File: src/bss_pkg.sv
// shared types and constants of the buffer size snapper
`default_nettype none
package bss_pkg;

	localparam int SIZE_BITS = 20;
	localparam int WIDE_BITS = SIZE_BITS + 1;
	localparam int CELLS     = WIDE_BITS;
	localparam int LATENCY   = CELLS + 2;

	typedef enum logic [1:0] {
		MODE_PREF,
		MODE_FIXED,
		MODE_POW,
		MODE_STEP
	} mode_t;

	typedef enum logic [1:0] {
		REG_MIN,
		REG_MAX,
		REG_PREF,
		REG_STEP
	} reg_idx_t;

	typedef struct packed {
		logic [SIZE_BITS-1:0] lo;
		logic [SIZE_BITS-1:0] hi;
		logic [SIZE_BITS-1:0] floor_pow;
		logic [WIDE_BITS-1:0] step;
	} limits_t;

	typedef struct packed {
		logic                 valid;
		mode_t                mode;
		logic [SIZE_BITS-1:0] req;
		logic [WIDE_BITS-1:0] num;
		logic [WIDE_BITS-1:0] sh;
		logic [SIZE_BITS-1:0] rem;
		logic [WIDE_BITS-1:0] pow;
		logic [WIDE_BITS-1:0] best;
		logic [WIDE_BITS-1:0] gap;
		logic                 found;
	} cell_t;

endpackage
`default_nettype wire

File: src/bss_front.sv
// request decode and step numerator, feeds the head of the cell row
`default_nettype none
module bss_front (
	input  wire logic                          clk,
	input  wire logic                          arst_n,
	input  wire logic                          start,
	input  wire logic [bss_pkg::WIDE_BITS-1:0] requested_size,
	input  wire bss_pkg::limits_t              limits,
	output bss_pkg::cell_t                     head
);
	import bss_pkg::*;

	cell_t                cell_d;
	cell_t                cell_s1;
	logic                 req_pos;
	logic                 step_pos;
	logic                 step_pow;
	logic [WIDE_BITS:0]   num_w;
	logic                 num_pos;

	always_comb begin
		req_pos  = !requested_size[WIDE_BITS-1] && (requested_size != '0);
		step_pos = !limits.step[WIDE_BITS-1] && (limits.step != '0);
		step_pow = &limits.step;
		num_w    = {2'b00, requested_size[SIZE_BITS-1:0]} - {2'b00, limits.lo}
		         + {3'b000, limits.step[SIZE_BITS-1:1]};
		num_pos  = !num_w[WIDE_BITS] && (num_w != '0);
	end

	always_comb begin
		cell_d       = '0;
		cell_d.valid = start;
		cell_d.req   = requested_size[SIZE_BITS-1:0];
		cell_d.num   = num_pos ? num_w[WIDE_BITS-1:0] : '0;
		cell_d.sh    = cell_d.num;
		cell_d.pow   = {{(WIDE_BITS-1){1'b0}}, 1'b1};
		if (!req_pos) begin
			cell_d.mode = MODE_PREF;
		end else if (limits.lo != '0 && limits.hi != '0 && limits.lo == limits.hi) begin
			cell_d.mode = MODE_FIXED;
		end else if (step_pow) begin
			cell_d.mode = MODE_POW;
		end else if (step_pos) begin
			cell_d.mode = MODE_STEP;
		end else begin
			cell_d.mode = MODE_PREF;
		end
	end

	always_ff @(posedge clk or negedge arst_n) begin
		if (!arst_n) begin
			cell_s1 <= '0;
		end else begin
			cell_s1 <= cell_d;
		end
	end

	assign head = cell_s1;

endmodule
`default_nettype wire

File: config.mk
export PLATFORM = sky130hd
export DESIGN_NAME = bss_front
export DESIGN_NICKNAME = d
export VERILOG_FILES = /design/src/bss_pkg.sv /design/src/bss_front.sv
export SDC_FILE = /design/constraint.sdc
export NUM_CORES = 1
export LEC_CHECK = 0
export ABC_CLOCK_PERIOD_IN_PS = 800
export BUFFER_PORTS_ARGS = -buffer_cell sky130_fd_sc_hd__buf_4
export CAP_MARGIN = 0
export CORE_AREA = 2 2 103 105
export DETAILED_ROUTE_END_ITERATION = 8
export DIE_AREA = 0 0 105 107
export PLACE_DENSITY = 0.81
export RECOVER_POWER = 50
export SLEW_MARGIN = 0
export SYNTH_ARGS = -nofsm -noshare
export SYNTH_HDL_FRONTEND = slang
export SYNTH_SLANG_ARGS = --single-unit
File: constraint.sdc
create_clock -name clk -period 0.8 [get_ports clk]
set_input_delay 0.16 -clock clk [delete_from_list [all_inputs] [get_ports clk]]
set_output_delay 0.16 -clock clk [all_outputs]
set_load 0.005 [all_outputs]
==> results.py <==
metrics = {
    "worst_hold_path": {
        "hold_path_depth": 2,
        "worstHoldPathType": "primary input to flop",
    },
    "yosys": {
        "syn-cell-area_sq_um": 4520,
        "yosys.area.top_type": "dfrtp_1",
        "ys_seq_elements": 45,
        "ys_seq_area_frac": 0.249,
        "synth_area_leaders": "dfrtp_1 25%, buf_4 17%, ha_1 11%",
        "synthFlopType": "dfrtp_1",
        "yosysUniqueCellTypes": 59,
        "synth_most_common_cell": "buf_4",
        "synthArstFlopShare": 1.00,
        "syn_area_per_cell_sq_um": 8.79,
        "yosys_warnings": 0,
        "postSynthCellCount": 514,
        "synth_edf_count": 0,
        "synthTopCellsByCount": "104 x buf_4, 45 x dfrtp_1, 40 x ha_1",
        "synth_top_area_share": 0.249,
    },
    "clock_network": {
        "cts_buffer_depth": 2,
        "tritoncts": "yes",
        "numCtsBuffers": 5,
        "h-tree-depth": 2,
        "cts-root-buf": "clkbuf_8",
        "clkSinkCount": 45,
        "clkTransAtPathRegs_ns": 0.09,
    },
    "worst_setup_path": {
        "crit_buf_inv": 5,
        "path_class": "primary input to flop",
        "crit_arrival_ns": 4.37,
        "crit_path_start_kind": "primary input",
        "cp_common_cell": "o21ai_2",
        "crit_start": "requested_size[0]",
        "cp-end-kind": "flop",
        "slowest_stage": "a2111oi_4",
        "slowest_delay_ns": 0.42,
        "critPathMaxFanout": 18,
        "crit_required_ns": 0.99,
        "cp_top_family": "compound AO/OA/AOI/OAI gates",
        "endpoint": "head[86]$_DFF_PN0_",
        "path_depth": 25,
    },
    "pwr": {
        "power.density_nw_per_um2": 1830,
        "vdd_ir_drop_max_uv": 1000,
        "p_leak_nw": 3.75,
        "power_mw": 13.6,
    },
    "route": {
        "vias": 4801,
        "drtIter0Drc": 235,
        "drt-pass1-iter-count": 4,
        "drc": 0,
        "routed_wirelength_um": 15400,
        "drt-vias-per-instance": 4.93,
        "wl_per_cell_um": 15.9,
        "ant_nets": 0,
    },
    "layout": {
        "num-fill-cells": 781,
        "stdcell_count": 973,
        "largest_register_ffs": 45,
        "area_growth_pct": 64.3,
        "final_area_sq_um": 7420,
        "ff_latch_area_sq_um": 1130,
        "post_route_cells_drive_above_1_share": 0.460,
        "diodes": 0,
        "multi_input_area_sq_um": 3010,
        "layout.nets": 983,
        "finish.utilization": 0.735,
    },
    "sta": {
        "period_share": 5.22,
        "rsz0062_at_grt": "yes",
        "final_critical_path_setup_slack_ns": -3.38,
        "setup-violations-final": 89,
        "hold_viol_final": 0,
        "layout_min_cycle_time_ns": 4.18,
        "setup_tns_ns": -82.31,
        "whs_ns": 0.0857,
        "slew_violations": 0,
        "fmax_mhz": 239,
    },
    "global_route": {
        "grtUsageTotal": 0.262,
        "gr-total-overflow": 0,
        "grt_pass1_wl_um": 23300,
        "grt_max_degree": 46,
        "antenna_found_initial": 0,
        "grt_pass1_vias": 4926,
    },
    "placement": {
        "pre_cts_slack_ns": -3.75,
        "dp_hpwl_um": 12100,
        "dpl.cell_count": 946,
        "io_buffers": 150,
        "place.gp.congestion": 0.927,
        "place_area_sq_um": 6730,
    },
    "run_status": {
        "violations": "setup timing",
        "status": "complete, but fails checks",
    },
    "floorplanning": {
        "rows": 37,
        "floorplan.initialDensity": 0.447,
        "coreArea_sq_um": 10100,
        "fp.dieArea_sq_um": 11200,
        "die_x_um": 105,
        "io_pins": 254,
        "dieHeight_um": 107,
    },
    "run": {
        "cap_violations": 0,
    },
}
[cells by family (layout without fill, tap and decap cells)]
family / Yosys count / after routing / synth area share
simple gates: 142 / 142 / 0.169
compound gates: 93 / 93 / 0.148
buf+inv: 134 / 375 / 0.201
mux: 3 / 3 / 0.00748
xor+xnor: 53 / 53 / 0.103
flops: 45 / 45 / 0.249
other cells: 2 / 84 / 0.00166
fa+ha+maj: 42 / 42 / 0.120
[how the worst min path moves through the flow]
stage | startpoint | end | slack [ns]
CTS | requested_size[17] | head[143]$_DFF_PN0_ | 0.06
detailed placement | arst_n | head[90]$_DFF_PN0_ | 0.15
global placement | arst_n | head[87]$_DFF_PN0_ | 0.14
global route | requested_size[17] | head[143]$_DFF_PN0_ | 0.09
finish | requested_size[17] | head[143]$_DFF_PN0_ | 0.09
floorplan | arst_n | head[100]$_DFF_PN0_ | -0.14
[power by group]
part           switching (mW)  total [mW]  internal, mW
Combinational            3.69        9.07          5.37
Sequential              0.414        3.13          2.71
Clock                   0.775        1.40         0.622
[what timing repair did]
action / in CTS / in global routing
endpoints found under the setup margin: 89 / 89
endpoints found under the hold margin: 53 / 0
pin swaps: 2 / 10
gates cloned: 2 / 0
gates resized for setup: 88 / 20
hold buffers: 9 / 0
setup buffers: 7 / 4
[cell type report]
cell class	count	area share
multi-input combinational	417	0.406
timing repair buffer	341	0.394
sequential	45	0.152
tap	136	0.0229
inverter	26	0.0148
clock buffer	8	0.0108
[placed cells by master (no fill, tap or decap), types with 5 or more instances in the layout]
cell type and n:
inv_1 24, dlygate4sd3_1 9, nand3_1 10, nor3b_1 5, xor2_1 10, nand2_1 22
clkbuf_1 9, nor4_1 18, buf_6 78, a21oi_1 26, buf_4 236, xnor2_1 37
nor2_1 22, o21ai_0 10, dfrtp_1 45, clkbuf_8 5, o21ai_2 5, nor3_1 16
ha_1 38, xor2_2 6, clkbuf_4 7, nand4_1 11, and3_1 8, a21o_1 10
conb_1 84, nand2b_1 6
[per-layer routing]
layer	GRT usage	routed length (um)
met2	0.536	8470
met5	0	0
met3	0.0225	742
met1	0.265	5530
met4	0.123	683
Power figures use the tool's default switching activity.
