`src/bss_pkg.sv`:
```
// shared types and constants of the buffer size snapper
`default_nettype none
package bss_pkg;

	localparam int SIZE_BITS = 20;
	localparam int WIDE_BITS = SIZE_BITS + 1;
	localparam int CELLS     = WIDE_BITS;
	localparam int LATENCY   = CELLS + 2;

	typedef enum logic [1:0] {
		MODE_PREF,
		MODE_FIXED,
		MODE_POW,
		MODE_STEP
	} mode_t;

	typedef enum logic [1:0] {
		REG_MIN,
		REG_MAX,
		REG_PREF,
		REG_STEP
	} reg_idx_t;

	typedef struct packed {
		logic [SIZE_BITS-1:0] lo;
		logic [SIZE_BITS-1:0] hi;
		logic [SIZE_BITS-1:0] floor_pow;
		logic [WIDE_BITS-1:0] step;
	} limits_t;

	typedef struct packed {
		logic                 valid;
		mode_t                mode;
		logic [SIZE_BITS-1:0] req;
		logic [WIDE_BITS-1:0] num;
		logic [WIDE_BITS-1:0] sh;
		logic [SIZE_BITS-1:0] rem;
		logic [WIDE_BITS-1:0] pow;
		logic [WIDE_BITS-1:0] best;
		logic [WIDE_BITS-1:0] gap;
		logic                 found;
	} cell_t;

endpackage
`default_nettype wire

```
`src/bss_cell.sv`:
```
// one cell: a restoring divider bit and one power of two candidate
`default_nettype none
module bss_cell (
	input  wire logic             clk,
	input  wire logic             arst_n,
	input  wire bss_pkg::limits_t limits,
	input  wire bss_pkg::cell_t   prev,
	output bss_pkg::cell_t        next
);
	import bss_pkg::*;

	cell_t                cell_d;
	cell_t                cell_q;
	logic [WIDE_BITS-1:0] trial;
	logic [WIDE_BITS-1:0] gran;
	logic [WIDE_BITS-1:0] trial_sub;
	logic [WIDE_BITS:0]   diff;
	logic [WIDE_BITS:0]   mag;
	logic [WIDE_BITS-1:0] gap;
	logic                 ge_floor;
	logic                 le_hi;

	always_comb begin
		gran      = {1'b0, limits.step[SIZE_BITS-1:0]};
		trial     = {prev.rem, prev.sh[WIDE_BITS-1]};
		trial_sub = trial - gran;
		diff      = {1'b0, prev.pow} - {2'b00, prev.req};
		mag       = diff[WIDE_BITS] ? (~diff + 1'b1) : diff;
		gap       = mag[WIDE_BITS-1:0];
		ge_floor  = prev.pow >= {1'b0, limits.floor_pow};
		le_hi     = prev.pow <= {1'b0, limits.hi};
	end

	always_comb begin
		cell_d     = prev;
		cell_d.sh  = {prev.sh[WIDE_BITS-2:0], 1'b0};
		cell_d.rem = (trial >= gran) ? trial_sub[SIZE_BITS-1:0] : trial[SIZE_BITS-1:0];
		cell_d.pow = {prev.pow[WIDE_BITS-2:0], 1'b0};
		if (ge_floor && !prev.found) begin
			cell_d.best  = prev.pow;
			cell_d.gap   = gap;
			cell_d.found = 1'b1;
		end else if (ge_floor && le_hi && gap < prev.gap) begin
			cell_d.best = prev.pow;
			cell_d.gap  = gap;
		end
	end

	always_ff @(posedge clk or negedge arst_n) begin
		if (!arst_n) begin
			cell_q <= '0;
		end else begin
			cell_q <= cell_d;
		end
	end

	assign next = cell_q;

`ifndef SYNTHESIS
	a_rem_below_step: assert property (@(posedge clk) disable iff (!arst_n)
		(cell_q.valid && cell_q.mode == MODE_STEP) |-> (cell_q.rem < gran))
		else $error("step remainder not below step size");

	a_found_kept: assert property (@(posedge clk) disable iff (!arst_n)
		(prev.valid && prev.found) |=> cell_q.found)
		else $error("power candidate lost along the row");
`endif

endmodule
`default_nettype wire

```
`config.mk`:
```
export PLATFORM = sky130hd
export DESIGN_NAME = bss_cell
export DESIGN_NICKNAME = d
export VERILOG_FILES = /design/src/bss_pkg.sv /design/src/bss_cell.sv
export SDC_FILE = /design/constraint.sdc
export NUM_CORES = 1
export LEC_CHECK = 0
export BUFFER_PORTS_ARGS = -buffer_cell sky130_fd_sc_hd__buf_2
export CAP_MARGIN = 10
export CORE_MARGIN = 2
export CORE_UTILIZATION = 40
export DETAILED_ROUTE_END_ITERATION = 8
export PLACE_DENSITY = 0.67
export SLEW_MARGIN = 40
export SYNTH_ARGS = -nofsm -noshare
export SYNTH_HDL_FRONTEND = slang
export SYNTH_SLANG_ARGS = --single-unit
```
`constraint.sdc`:
```
create_clock -name clk -period 0.9 [get_ports clk]
set_input_delay 0.045 -clock clk [delete_from_list [all_inputs] [get_ports clk]]
set_output_delay 0.045 -clock clk [all_outputs]
set_load 0.03 [all_outputs]
```
==> run metrics <==
final critical-path share of the clock period 4.93; number of enable flip-flop cells after synthesis 0; final count of negative-setup-slack endpoints between 200 and 250; relative max-transition margin 0.659; total count of max-transition violations in the final report 0; worst setup margin -3.53 ns; area of the core 0.0218 mm2; register cell area after layout 0.00368 mm2; measured slew at the worst slew-check pin about 0.5 ns; critical-path cell list buf_2 > inv_1 > ha_1 > nor2b_1 > o21ai_2 > a2111o_1 > o211ai_1 > o221ai_2 > buf_4 > and4bb_2 > a31oi_2 > xnor2_1 > ha_1 > a21o_1 > a21o_1 > a221oi_4 > o31ai_2 > o31ai_1 > o211ai_1 > buf_4 > buf_8 > nor3b_2 > nand3_1 > o311ai_2; final critical path time including I/O delays and setup 4.43 ns; starting utilization of the core area 0.408; most frequent standard cell in the layout excluding fill and tap cells sky130_fd_sc_hd__buf_4; antenna violation net count after detailed routing 0; wire length per cell after detailed routing 19.3 um; largest voltage drop on the vdd net 1.16 mV; number of buffers on the longest clock path 2; summed negative setup slack over all endpoints -188.08 ns; first-pass GRT wire length 55100 um; via count normalized by instance count roughly 5; violations in the final reports hold timing, setup timing; Post-Syn Area 0.00889 mm2; via count of the first global-routing pass 10500; root buffer selected by CTS sky130_fd_sc_hd__clkbuf_16; Syn-to-layout area delta 95.8%; number of buffers added by the clock tree synthesis step 17; clock group share of total power 0.269; internal power of the cells 17.4 mW; unrepaired setup endpoints after global routing true; number of top-level pins 381; maximum number of pins on one net before global-route repair 34; number of synthesized register bits 147; data arrival time at the worst-slack endpoint 4.77 ns; number of antenna violations at the first check in global routing 4; P_leak 8.56 nW; sw power 10.2 mW; Crit path required time about 1.2 ns; placed instance count 1726; TritonCTS sink count 147; floorplan die height around 150 um; Critical-path top delay cell sky130_fd_sc_hd__a2111o_1; Vias 9987; biggest fanout along the worst timing path 8; adder-cell area share of the yosys netlist 0.147; row count 54; remaining global-route overflow 0; portion of netlist area occupied by mux cells 0.0556; Post-Syn Instances 876; number of standard cells in the layout, taps in and fillers out 1952; xor and xnor fraction of the mapped netlist area 0.0482; dominant synthesized flop cell sky130_fd_sc_hd__dfrtp_1; Synth Area in Compound Gates 0.157; max_cap viols 0; combinational family with the most area after synthesis compound AO/OA/AOI/OAI gates; I/O Buffers ~360; crit-path max cell delay 0.39 ns; DPL Wire Length 23600 um; ratio of total power to cell area roughly 1600 mW/mm2; commonest cells after routing, fill and taps aside 255 x sky130_fd_sc_hd__buf_4, 186 x sky130_fd_sc_hd__buf_2, 175 x sky130_fd_sc_hd__buf_6; CTS clock-pin slew for the worst setup and hold paths around 0.090 ns; unique cell type count in the Yosys netlist 75; post-synthesis async set-or-reset flop share 1.00; Worst setup EP type flip-flop; worst hold-check slack -0.119 ns; combinational share of power 0.449; routed wire length about 38000 um; DIE AREA 0.0234 mm2; status complete, but fails checks; total number of yosys warnings 0; ratio of cells with drive above 1 in the final layout 0.531; multi-input logic area 0.00570 mm2; final-layout fill cell count 1229; start-to-end type of the worst setup path in -> reg; number of remaining DRC errors 0; Seq/Total Area, Yosys 0.414; first-pass iteration count of the detailed router 5; Total GRT Usage 0.296; mean post-synth cell area 10.2 um2; Net Sw Frac 0.369; # nets final 1990; final estimated routing congestion in global placement 0.878; Flop pwr share 0.282; hold violation count in the final report 3; Achievable Freq 226 MHz; floorplan die width 153 um; max FFs per register 147; drt initial violations 420; class of the tightest hold or removal check in -> reg; launching element type of the critical path input port; fraction of the mapped netlist area in simple logic gates 0.114; post-layout utilization of the core 0.798; number of H-tree branching levels 4; clock tree from TritonCTS built
## worst paths after layout
path,start,endpoint,slack [ns],depth (start not counted)
worst min-delay path,limits[0],next[64],-0.12,3
worst max-delay path,prev[127],next[21],-3.53,24
max in group asynchronous,arst_n,next[18],0.25,3
min in group asynchronous,arst_n,next[67],0.11,2
## power groups by stage
stage	sequential [mW]	combinational, mW	clock, mW
4_1_cts	7.71	11.4	7.38
6_report	7.76	12.4	7.41
3_5_place_dp	7.64	9.26	0
5_1_grt	7.81	13.1	7.79
3_3_place_gp	7.64	9.09	0
2_1_floorplan	9.20	3.83	0
## area by class of cell
cell class                 instances  area share
antenna                            4    0.000575
clock buffer                      17      0.0244
clock inverter                    15      0.0104
inverter                         114      0.0267
multi-input combinational        593       0.328
sequential                       147       0.211
tap                              280      0.0201
timing repair buffer             782       0.379
## synthesized netlist by cell type, types with 13 or more instances
| cell type | number | area [um2] |
|---|---|---|
| sky130_fd_sc_hd__a31oi_1 | 13 | 81.3 |
| sky130_fd_sc_hd__o21ai_0 | 22 | 110 |
| sky130_fd_sc_hd__inv_1 | 114 | 428 |
| sky130_fd_sc_hd__mux2_2 | 43 | 484 |
| sky130_fd_sc_hd__xnor2_1 | 25 | 219 |
| sky130_fd_sc_hd__xor2_1 | 24 | 210 |
| sky130_fd_sc_hd__nor2_1 | 53 | 199 |
| sky130_fd_sc_hd__a21oi_1 | 72 | 360 |
| sky130_fd_sc_hd__nand3_1 | 18 | 90.1 |
| sky130_fd_sc_hd__nand2_1 | 24 | 90.1 |
| sky130_fd_sc_hd__a21o_1 | 24 | 180 |
| sky130_fd_sc_hd__dfrtp_1 | 147 | 3680 |
| sky130_fd_sc_hd__ha_1 | 101 | 1260 |
## metal layers
metal  GRT usage  routed length (um)  up-vias  part of all wire
li1            -                   -     4651                 -
met1       0.356               14500     4841              0.38
met2       0.534               19800      418              0.53
met3      0.0553                2290       77             0.061
met4      0.0952                1070        0             0.028
met5           0                   0        -                 0
## stage by stage
stage	instance area (um2)	setup slack (ns)	total power, mW	hold slack (ns)
final	17400	-3.53	27.5	-0.119
after global routing	17400	-3.73	28.7	-0.122
after CTS	16900	-3.30	26.5	-0.122
after detailed placement	13100	-3.99	16.9	-0.0225
after global placement	13100	-3.85	16.7	-0.0311
after floorplan	9320	-3.51	13.0	-0.251
## what timing repair did
action / in CTS / in global routing
resized for setup: 432 / 95
endpoints found under the hold margin: 293 / 3
hold buffers: 147 / 2
cloned: 3 / 0
buffers inserted: 27 / 17
setup endpoints to repair: 210 / 210
pin swaps: 51 / 48
## cells by family after synthesis
family / Yosys count
AO/OA/AOI/OAI: 207
AND/OR/NAND/NOR: 188
flip-flops: 147
buffers and inverters: 137
adder cells (fa/ha/maj): 103
XOR/XNOR: 49
multiplexers: 44
other: 1
## critical path: cells and delay by family
family | cells | cell delay (ns)
xor+xnor | 1 | 0.20
buf+inv | 5 | 0.64
fa+ha+maj | 2 | 0.63
compound gates | 12 | 2.30
simple gates | 4 | 0.95
No activity file was read; power rests on OpenSTA's default activity.
