==> src/bss_pkg.sv <==
// shared types and constants of the buffer size snapper
`default_nettype none
package bss_pkg;

	localparam int SIZE_BITS = 20;
	localparam int WIDE_BITS = SIZE_BITS + 1;
	localparam int CELLS     = WIDE_BITS;
	localparam int LATENCY   = CELLS + 2;

	typedef enum logic [1:0] {
		MODE_PREF,
		MODE_FIXED,
		MODE_POW,
		MODE_STEP
	} mode_t;

	typedef enum logic [1:0] {
		REG_MIN,
		REG_MAX,
		REG_PREF,
		REG_STEP
	} reg_idx_t;

	typedef struct packed {
		logic [SIZE_BITS-1:0] lo;
		logic [SIZE_BITS-1:0] hi;
		logic [SIZE_BITS-1:0] floor_pow;
		logic [WIDE_BITS-1:0] step;
	} limits_t;

	typedef struct packed {
		logic                 valid;
		mode_t                mode;
		logic [SIZE_BITS-1:0] req;
		logic [WIDE_BITS-1:0] num;
		logic [WIDE_BITS-1:0] sh;
		logic [SIZE_BITS-1:0] rem;
		logic [WIDE_BITS-1:0] pow;
		logic [WIDE_BITS-1:0] best;
		logic [WIDE_BITS-1:0] gap;
		logic                 found;
	} cell_t;

endpackage
`default_nettype wire

==> src/bss_back.sv <==
// result select, step clamp and result register
`default_nettype none
module bss_back (
	input  wire logic                          clk,
	input  wire logic                          arst_n,
	input  wire bss_pkg::limits_t              limits,
	input  wire logic [bss_pkg::SIZE_BITS-1:0] preferred,
	input  wire bss_pkg::cell_t                tail,
	output logic                               done,
	output logic [bss_pkg::WIDE_BITS-1:0]      chosen_size
);
	import bss_pkg::*;

	logic [WIDE_BITS:0]   v_w;
	logic [WIDE_BITS-1:0] v_step;
	logic [WIDE_BITS-1:0] result;
	logic                 done_q;
	logic [WIDE_BITS-1:0] chosen_q;

	always_comb begin
		v_w    = {2'b00, limits.lo} + {1'b0, tail.num} - {2'b00, tail.rem};
		v_step = v_w[WIDE_BITS-1:0];
		if (v_step > {1'b0, limits.hi}) begin
			v_step = {1'b0, limits.hi};
		end
		unique case (tail.mode)
			MODE_PREF:  result = {1'b0, preferred};
			MODE_FIXED: result = {1'b0, limits.lo};
			MODE_POW:   result = tail.best;
			MODE_STEP:  result = v_step;
			default:    result = {1'b0, preferred};
		endcase
	end

	always_ff @(posedge clk or negedge arst_n) begin
		if (!arst_n) begin
			done_q <= 1'b0;
		end else begin
			done_q <= tail.valid;
		end
	end

	always_ff @(posedge clk) begin
		chosen_q <= result;
	end

	assign done        = done_q;
	assign chosen_size = chosen_q;

`ifndef SYNTHESIS
	a_pow_found: assert property (@(posedge clk) disable iff (!arst_n)
		(tail.valid && tail.mode == MODE_POW) |-> tail.found)
		else $error("power search ended without a candidate");
`endif

endmodule
`default_nettype wire

==> config.mk <==
export PLATFORM = sky130hd
export DESIGN_NAME = bss_back
export DESIGN_NICKNAME = d
export VERILOG_FILES = /design/src/bss_pkg.sv /design/src/bss_back.sv
export SDC_FILE = /design/constraint.sdc
export NUM_CORES = 1
export LEC_CHECK = 0
export BUFFER_PORTS_ARGS = -buffer_cell sky130_fd_sc_hd__buf_2
export CORE_AREA = 2 2 105 107
export CTS_CLUSTER_DIAMETER = 200
export DETAILED_ROUTE_END_ITERATION = 7
export DIE_AREA = 0 0 107 109
export PLACE_DENSITY_LB_ADDON = 0.05
export SLEW_MARGIN = 20
export SYNTH_ARGS = -nofsm -noshare
export SYNTH_HDL_FRONTEND = slang
export SYNTH_SLANG_ARGS = --single-unit
==> constraint.sdc <==
create_clock -name clk -period 0.8 [get_ports clk]
set_clock_uncertainty 0.1 [all_clocks]
set_input_delay 0.16 -clock clk [delete_from_list [all_inputs] [get_ports clk]]
set_output_delay 0.16 -clock clk [all_outputs]
set_load 0.005 [all_outputs]
==> out/metrics.yaml, run 1 <==
cts:
  clockRootBuffer: "clkbuf_8"
  clock-sinks: 22
  clockBufferDepth: 2
  tritoncts: "yes"
  cts_buffers: 3
  h-tree-depth: 1
  cts.reportedPaths.clkPinSlew_ns: 0.09
worst_setup_path:
  arrival_ns: 4.53
  end_kind: "flip-flop"
  crit_family: "compound AO/OA/AOI/OAI gates"
  crit_type: "input pin to flip-flop"
  crit_slowest_cell: "fa_1"
  critical_path.cell_chain: "buf_6 > fa_1 > inv_2 > ha_4 > nor2_4 > nor4_4 > o21ai_4 > a2111oi_4 > nor3_1 > or3_1 > xnor2_2 > ha_1 > a21o_1 > a211oi_2 > o21ai_2 > a211oi_2 > o21bai_1 > mux2i_4 > buf_4 > buf_6 > mux2i_1 > a21oi_1"
  cp.buffers_inverters: 4
  crit_required_ns: 0.86
  critPathLaunchType: "input pin"
  worstPathMaxFanout: 5
  startpoint: "tail[71]"
  max_stage_delay_ns: 0.55
final_layout:
  fin_nets: 998
  layout_common_cells: "buf_2, buf_4, inv_1"
  antenna_cells: 0
  fin_cells: 824
  area_growth_pct: 64.5
  final_layout_size_suffix_gt1_share_pct: 48.0
  fin_area_um2: 5560
  num-fill-cells: 1062
  final_common_cell: "buf_2"
grt:
  antenna_found_initial: 0
  first_global_vias: 3801
  grt_usage_pct: 19.0
  grt.busiest_layer: "met2"
  grt_max_degree: 18
  grtUsageMet1_pct: 25.4
  met2_usage_pct: 33.0
  overflow: 0
  use_met3_pct: 2.75
  grt_pass1_wl_mm: 17.6
logic_synthesis:
  synth_top_flop_cell: "dfxtp_1"
  synth_edf_count: 0
  synth-adder-area-share_pct: 27.0
  synthArstFlopShare_pct: 4.55
  syn_nets: 743
  synth_top_family_by_area: "adder cells"
  synthMuxAreaShare_pct: 11.1
  synth.area.top_cells: "ha_1, dfxtp_1, fa_1"
  netlist-cell-type-count: 48
  synth_compound_area_share_pct: 19.7
  synth-seq-area-share_pct: 13.2
  ys_ff_latch: 22
  syn-instance-count: 430
  synth_area_per_cell_um2: 7.86
  synth_top_area_cell: "ha_1"
  synth_xor_area_share_pct: 4.15
  synth_top_cell_area_share_pct: 15.2
  synthSimpleGateAreaFrac_pct: 11.4
  syn_area_um2: 3380
  yosys_warnings: 0
drt:
  routed_wl_mm: 11.0
  drc_errors: 0
  drtAntennaViolNets: 0
  routedWlPerCell_um: 13.4
  drt_iter0_markers: 90
  vias: 3772
  drt-vias-per-instance: 4.58
  first_pass_iters: 4
die:
  die_w_um: 107
  fp.dieH_um: 109
  io_pins: 274
  dieArea_um2: 11700
  core_um2: 10600
  start_util_pct: 31.9
  rows: 38
worst_hold_path:
  hp-class: "input pin to flip-flop"
  worstHoldStart: "tail[42]"
power_and_ir_drop:
  powerDensity_nw_per_um2: 1940
  leakagePower_nw: 3.05
  peakVddDrop_uv: 976
run_status:
  status: "finished with violations"
  violations: "negative setup slack"
sta:
  fmax_mhz: 224
  setup_ws_ns: -3.67
  setup_viol: 42
  report.final.slew_viol_count: 0
  worstMarginPinSlew_ns: 0.578
  maxSlewHeadroom_pct: 61.4
  grt_setup_unrepaired: "yes"
  hold_viol_final: 0
  finalCritPeriodShare_pct: 559
  fin_crit_ns: 4.47
placement:
  globalplace.congestion: 0.826
  dp.cells: 809
  dp_hpwl_mm: 9.53
  dpl-instance-area_um2: 5200
  portBuffers: 148
job:
  drv_cap: 0
[final timing paths]
check                                           to  slack [ns]  depth (start not counted)
setup / recovery            chosen_size[4]$_DFF_P_       -3.67                         22
hold / removal             chosen_size[20]$_DFF_P_       0.008                          3
max in group asynchronous           done$_DFF_PN0_        0.45                          2
min in group asynchronous           done$_DFF_PN0_        0.07                          2
[cell families after synthesis]
| logic type | after synthesis |
|---|---|
| simple gates | 77 |
| fa+ha+maj | 61 |
| compound gates | 101 |
| flops | 22 |
| buf+inv | 117 |
| xor+xnor | 16 |
| mux | 36 |
[flip-flops by register name (all words and copies together) (netlist names)]
register,count
chosen_size,21
done,1
[where the power goes]
group	internal, mW	switching, mW	leakage [nW]
clock network	0.671	0.474	0.0357
logic	4.54	3.70	2.83
registers	1.32	0.0651	0.189
[metrics by stage]
stage / util, % / power (mW) / TNS, ns / hold WS [ns] / setup slack (ns)
after CTS: 50.7 / 10.1 / -76.42 / 0.00634 / -3.65
after global routing: 52.5 / 11.7 / -82.63 / 0.00404 / -3.95
after global placement: 49.1 / 8.53 / -79.78 / -0.166 / -4.00
after detailed placement: 49.1 / 8.57 / -81.55 / -0.164 / -4.10
after floorplan: - / 5.62 / -71.44 / -0.236 / -3.64
final: 52.5 / 10.8 / -76.39 / 0.00837 / -3.67
[layer usage]
metal  wire [um]  vias up
li1            -     1961
met1        5140     1676
met2        5130      121
met3         649       14
met4         108        0
met5           0        -
[synth_stat cells, types with 3 or more instances]
library cell and number:
inv_1 106, ha_1 41, a21oi_1 31, mux2i_1 27, nand2_1 23, dfxtp_1 21
fa_1 20, nor2_1 18, o21ai_0 17, xnor2_1 10, mux2_2 8, o22ai_1 8
a21o_1 7, o221ai_1 7, a211oi_1 6, nor3_1 6, or3_1 6, xor2_1 6
clkbuf_1 5, nand3_1 5, a31o_2 4, and4_1 4, o31ai_1 4, and3_1 3
buf_1 3, o21a_1 3, o21bai_1 3
[worst min-delay path: stages]
cell and delay, ns:
buf_2 0.10, nand2_1 0.05, nor2_1 0.03
[area by class of cell]
| type | count | area [um^2] | share of cell area [%] |
|---|---|---|---|
| multi-input cells | 291 | 2750 | 49.4 |
| clock inverters | 1 | 30.0 | 0.540 |
| clock buffers | 3 | 41.3 | 0.742 |
| flip-flops and latches | 22 | 455 | 8.19 |
| well taps | 140 | 175 | 3.15 |
| inverters | 106 | 400 | 7.20 |
| repair buffers | 261 | 1710 | 30.8 |
[repair_timing]
| item | CTS | global route |
|---|---|---|
| gates resized for setup | 17 | 23 |
| endpoints found under the setup margin | 42 | 42 |
| pin swaps | 4 | 4 |
| hold buffers | 2 | 0 |
| gates cloned | 0 | 2 |
| endpoints found under the hold margin | 2 | 0 |
| buffers inserted | 2 | 5 |
Note: power is estimated with default switching activity, not from simulation.
==> inputs of run 2 (changes only) <==
- CAP_MARGIN: not set -> 20
- CELL_PAD_IN_SITES_DETAIL_PLACEMENT: not set -> 0
- CELL_PAD_IN_SITES_GLOBAL_PLACEMENT: not set -> 1
- CORE_AREA: 2 2 105 107 -> 2 2 122 124
- CTS_BUF_LIST: not set -> sky130_fd_sc_hd__clkbuf_8
- DIE_AREA: 0 0 107 109 -> 0 0 124 126
==> out/metrics.yaml, run 2 (same netlist as run 1, synthesis figures left out) <==
power_and_ir_drop:
  leakagePower_nw: 3.05  # -0.26%
  power.total_mw: 10.6  # -1.3%
  powerDensity_nw_per_um2: 1900  # -2.1%
  peakVddDrop_uv: 816  # -16%
worst_setup_path:
  arrival_ns: 4.55  # +0.02 ns
  crit_family: "compound AO/OA/AOI/OAI gates"
  startpoint: "limits[62]"
  end_kind: "flip-flop"
  crit_end: "chosen_size[14]$_DFF_P_"
  critPathLaunchType: "input pin"
  worstPathMaxFanout: 7  # +2
  cp.buffers_inverters: 3  # -1
  critical_path.cell_chain: "buf_6 > inv_2 > fa_2 > fa_2 > and2b_2 > o31a_4 > o21ai_4 > a2111oi_4 > nor3_1 > or3_1 > xnor2_2 > ha_1 > a21o_1 > a211oi_2 > o21ai_2 > a211oi_2 > o21bai_2 > mux2i_4 > buf_6 > mux2i_2 > o221ai_1"
  crit_type: "input pin to flip-flop"
  crit_slowest_cell: "fa_2"
  crit_required_ns: 0.88  # +0.02 ns
  cp.depth: 21  # -4.5%
  max_stage_delay_ns: 0.47  # -0.08 ns
sta:
  hold_viol_final: 1  # +1
  setup_ws_ns: -3.67  # +0.00297 ns
  fmax_mhz: 224  # about the same
  report.final.slew_viol_count: 0  # unchanged
  worstMarginPinSlew_ns: 0.532  # -0.0462 ns
  finalCritPeriodShare_pct: 558  # about the same
  tns_ns: -76.84  # -0.453 ns
  setup_viol: 42  # unchanged
  maxSlewHeadroom_pct: 64.2  # +2.8 points
  hold_ws_ns: -0.0229  # -0.0313 ns
  grt_setup_unrepaired: "yes"
  fin_crit_ns: 4.47  # -0.00297 ns
cts:
  tritoncts: "yes"
  clock-sinks: 22  # unchanged
  clockBufferDepth: 2  # unchanged
  cts.reportedPaths.clkPinSlew_ns: 0.12  # +0.03 ns
  clockRootBuffer: "clkbuf_8"
  h-tree-depth: 1  # unchanged
  ctsHoldBuffers: 2  # unchanged
  cts_buffers: 3  # unchanged
worst_hold_path:
  hp-class: "input pin to flip-flop"
grt:
  antenna_found_initial: 0  # unchanged
  overflow: 0  # unchanged
  grt_usage_pct: 15.6  # -3.4 points
  grt_max_degree: 14  # -4
  grt_pass1_wl_mm: 19.3  # +9.3%
  first_global_vias: 3949  # +3.9%
die:
  rows: 44  # +16%
  core_um2: 14300  # +35%
  fp.dieH_um: 126  # +16%
  start_util_pct: 23.6  # -8.3 points
  die_w_um: 124  # +16%
  dieArea_um2: 15600  # +34%
  io_pins: 274  # unchanged
drt:
  drt_iter0_markers: 101  # +12%
  routed_wl_mm: 12.2  # +10%
  first_pass_iters: 4  # unchanged
  drtAntennaViolNets: 0  # unchanged
  drc_errors: 0  # unchanged
  drt-vias-per-instance: 4.31  # -5.9%
  routedWlPerCell_um: 13.9  # +4.2%
  vias: 3756  # -0.42%
placement:
  globalplace.congestion: 0.777  # -5.9%
  dp_hpwl_mm: 10.4  # +9.4%
  portBuffers: 148  # unchanged
final_layout:
  final_layout_size_suffix_gt1_share_pct: 49.9  # +1.9 points
  fin_nets: 1002  # +0.40%
  fin_util_pct: 39.2  # -13 points
  layout_common_cells: "buf_2, buf_4, inv_1"
  final_common_cell: "buf_2"
  area_growth_pct: 65.8
  antenna_cells: 0  # unchanged
  num-fill-cells: 1543  # +45%
  largest_reg_flops: 21  # unchanged
run_status:
  status: "finished with violations"
  violations: "negative hold slack, negative setup slack"
job:
  drv_cap: 0  # unchanged
-- run 2: cell count changes in the layout (fill, tap and decap cells not counted), sizes merged --
cell / previous run / this run
clkbuf: 5 / 3
buf: 257 / 263
-- run 2: layer usage --
metal | routed length, um | track usage, %
met5 | 0 | 0
met2 | 5550 | 26.6
met1 | 5860 | 21.7
met4 | 53 | 1.59
met3 | 696 | 1.99
-- run 2: worst min path at each step --
stage,startpoint,to,slack (ns),depth (start not counted)
2_1_floorplan,arst_n,done$_DFF_PN0_,-0.24,0
3_3_place_gp,arst_n,done$_DFF_PN0_,-0.17,1
3_5_place_dp,arst_n,done$_DFF_PN0_,-0.16,1
4_1_cts,tail[42],chosen_size[20]$_DFF_P_,-0.01,3
5_1_grt,tail[42],chosen_size[20]$_DFF_P_,-0.01,3
6_report,tail[42],chosen_size[20]$_DFF_P_,-0.02,3
-- run 2: layout make-up --
| cell class | count | area, um^2 | share of cell area [%] |
|---|---|---|---|
| Multi-Input combinational cell | 291 | 2760 | 49.3 |
| Timing Repair Buffer | 265 | 1690 | 30.1 |
| Clock inverter | 1 | 30.0 | 0.536 |
| Clock buffer | 3 | 41.3 | 0.736 |
| Sequential cell | 22 | 453 | 8.08 |
| Tap cell | 184 | 230 | 4.11 |
| Inverter | 106 | 400 | 7.14 |
-- run 2: what timing repair did --
action | 4_1_cts | 5_1_grt
gates resized for setup | 34 | 19
endpoints found under the setup margin | 42 | 42
pin swaps | 21 | 12
hold endpoints to repair | 3 | 1
setup buffers | 4 | 1
-- run 2: metrics by stage --
stage               std cells  setup slack (ns)  cell area, um^2
detailed placement        861             -4.25             5280
floorplan                 430             -3.64             3550
CTS                       871             -3.67             5530
global placement          861             -4.11             5280
finish                    872             -3.67             5610
global route              872             -3.88             5610
-- run 2: power by group --
| part | total, mW | internal [mW] | switching [mW] | leakage, nW |
|---|---|---|---|---|
| registers | 1.37 | 1.31 | 0.0578 | 0.189 |
| clock network | 1.23 | 0.673 | 0.561 | 0.0357 |
| logic | 8.03 | 4.28 | 3.75 | 2.82 |
==> inputs of run 3 (changes only) <==
- REMOVE_ABC_BUFFERS: not set -> 1
==> out/metrics.yaml, run 3 (same netlist as run 1, synthesis figures left out) <==
run_status:
  status: "finished with violations"
  violations: "negative hold slack, negative setup slack"
placement:
  portBuffers: 148  # unchanged
  dp_hpwl_mm: 10.1  # -3.3%
  globalplace.congestion: 0.760  # -2.2%
  dp.cells: 848  # -1.5%
  dpl-instance-area_um2: 5080  # -3.7%
final_layout:
  fin_cells: 866  # -0.69%
  layout_common_cells: "buf_2, inv_1, buf_4"
  fin_nets: 996  # -0.60%
  area_growth_pct: 65.6
  final_layout_size_suffix_gt1_share_pct: 48.2  # -1.6 points
  antenna_cells: 0  # unchanged
  fin_util_pct: 39.1  # -0.052 points
  fin_area_um2: 5600  # -0.13%
  final_common_cell: "buf_2"
  largest_reg_flops: 21  # unchanged
sta:
  hold_viol_final: 3  # +2
  grt_setup_unrepaired: "yes"
  finalCritPeriodShare_pct: 583  # +25 points
  setup_ws_ns: -3.86  # -0.197 ns
  setup_viol: 42  # unchanged
  fin_crit_ns: 4.66  # +0.197 ns
  report.final.slew_viol_count: 0  # unchanged
  worstMarginPinSlew_ns: 0.607  # +0.0755 ns
  fmax_mhz: 214  # -4.2%
  hold_ws_ns: -0.0163  # +0.00667 ns
  maxSlewHeadroom_pct: 59.4  # -4.8 points
worst_setup_path:
  arrival_ns: 4.74  # +0.19 ns
  critPathLaunchType: "input pin"
  crit_type: "input pin to flip-flop"
  worstPathMaxFanout: 6  # -1
  end_kind: "flip-flop"
  crit_required_ns: 0.88  # about the same
die:
  die_w_um: 124  # unchanged
  rows: 44  # unchanged
  core_um2: 14300  # unchanged
  dieArea_um2: 15600  # unchanged
  io_pins: 274  # unchanged
  fp.dieH_um: 126  # unchanged
  start_util_pct: 23.6  # unchanged
drt:
  drt-vias-per-instance: 4.37  # +1.4%
  vias: 3782  # +0.69%
  drtAntennaViolNets: 0  # unchanged
  routed_wl_mm: 12.0  # -1.8%
  first_pass_iters: 4  # unchanged
  routedWlPerCell_um: 13.8  # -1.1%
  drc_errors: 0  # unchanged
  drt_iter0_markers: 101  # unchanged
cts:
  clockBufferDepth: 2  # unchanged
  ctsHoldBuffers: 3  # +1
  h-tree-depth: 1  # unchanged
  cts_buffers: 3  # unchanged
  tritoncts: "yes"
  clockRootBuffer: "clkbuf_8"
  clock-sinks: 22  # unchanged
  cts.reportedPaths.clkPinSlew_ns: 0.11  # about the same
grt:
  grt_usage_pct: 15.5  # -0.053 points
  first_global_vias: 4017  # +1.7%
  grt_max_degree: 15  # +1
  antenna_found_initial: 0  # unchanged
  overflow: 0  # unchanged
  grt_pass1_wl_mm: 19.1  # -1.1%
worst_hold_path:
  hold_depth: 3  # unchanged
  hp-class: "input pin to flip-flop"
power_and_ir_drop:
  peakVddDrop_uv: 845  # +3.6%
  leakagePower_nw: 3.05  # +0.18%
  power.total_mw: 10.7  # +0.43%
  powerDensity_nw_per_um2: 1910  # +0.57%
job:
  drv_cap: 0  # unchanged
==> run 3: metrics by stage <==
step	hold slack, ns	setup WS [ns]	setup TNS [ns]
after floorplan	-0.236	-4.72	-93.66
after global placement	-0.165	-4.51	-89.36
after detailed placement	-0.164	-4.58	-90.37
after CTS	-0.0275	-3.81	-80.13
after global routing	-0.00987	-4.08	-84.83
final	-0.0163	-3.86	-80.02
==> run 3: power breakdown <==
| group | leakage (nW) | switching (mW) | internal (mW) | total [mW] |
|---|---|---|---|---|
| Sequential | 0.189 | 0.0700 | 1.32 | 1.39 |
| Clock | 0.0288 | 0.503 | 0.443 | 0.946 |
| Combinational | 2.83 | 3.80 | 4.54 | 8.34 |
| Total | 3.05 | 4.38 | 6.30 | 10.7 |
==> run 3: final cells by class <==
| type | instances | area, um^2 |
|---|---|---|
| multi-input combinational | 291 | 2750 |
| fill | 1566 | 8710 |
| sequential | 22 | 459 |
| inverter | 106 | 398 |
| timing repair buffer | 259 | 1710 |
| clock buffer | 4 | 55.1 |
| tap | 184 | 230 |
==> run 3: path summary, 6_finish.rpt <==
path | startpoint | slack, ns | end
worst max-delay path | tail[106] | -3.86 | chosen_size[10]$_DFF_P_
worst min-delay path | limits[69] | -0.02 | chosen_size[8]$_DFF_P_
max in group asynchronous | arst_n | 0.45 | done$_DFF_PN0_
min in group asynchronous | arst_n | 0.07 | done$_DFF_PN0_
==> run 3: worst max-delay path: stages <==
cell	delay, ns
buf_6	0.07
inv_2	0.03
fa_1	0.48
buf_4	0.15
fa_2	0.34
and2b_2	0.23
o31a_4	0.17
o21ai_4	0.07
a2111oi_4	0.29
buf_4	0.17
nor3_2	0.03
or3_4	0.36
xnor2_4	0.21
ha_4	0.23
a21o_1	0.18
a211oi_2	0.25
o21ai_2	0.10
a211oi_2	0.29
o21bai_2	0.13
mux2i_4	0.19
buf_6	0.15
buf_12	0.12
mux2i_1	0.20
o221ai_1	0.12
==> run 3: per-layer routing <==
layer  up-vias  global-route usage, %  routed length (um)  part of all wire, %
li1       1949                      -                   -                    -
met5         -                      0                   0                    0
met3         5                   1.22                 447                  3.7
met4         0                   3.17                 106                 0.89
met2        87                   28.0                5950                   50
met1      1741                   20.1                5450                   46
==> run 3: what timing repair did <==
item                       CTS  global route
pin swaps                   34            10
setup endpoints to repair   42            43
cloned                       2             0
hold endpoints to repair     6             3
gates resized for setup     45            30
buffers inserted             8             4
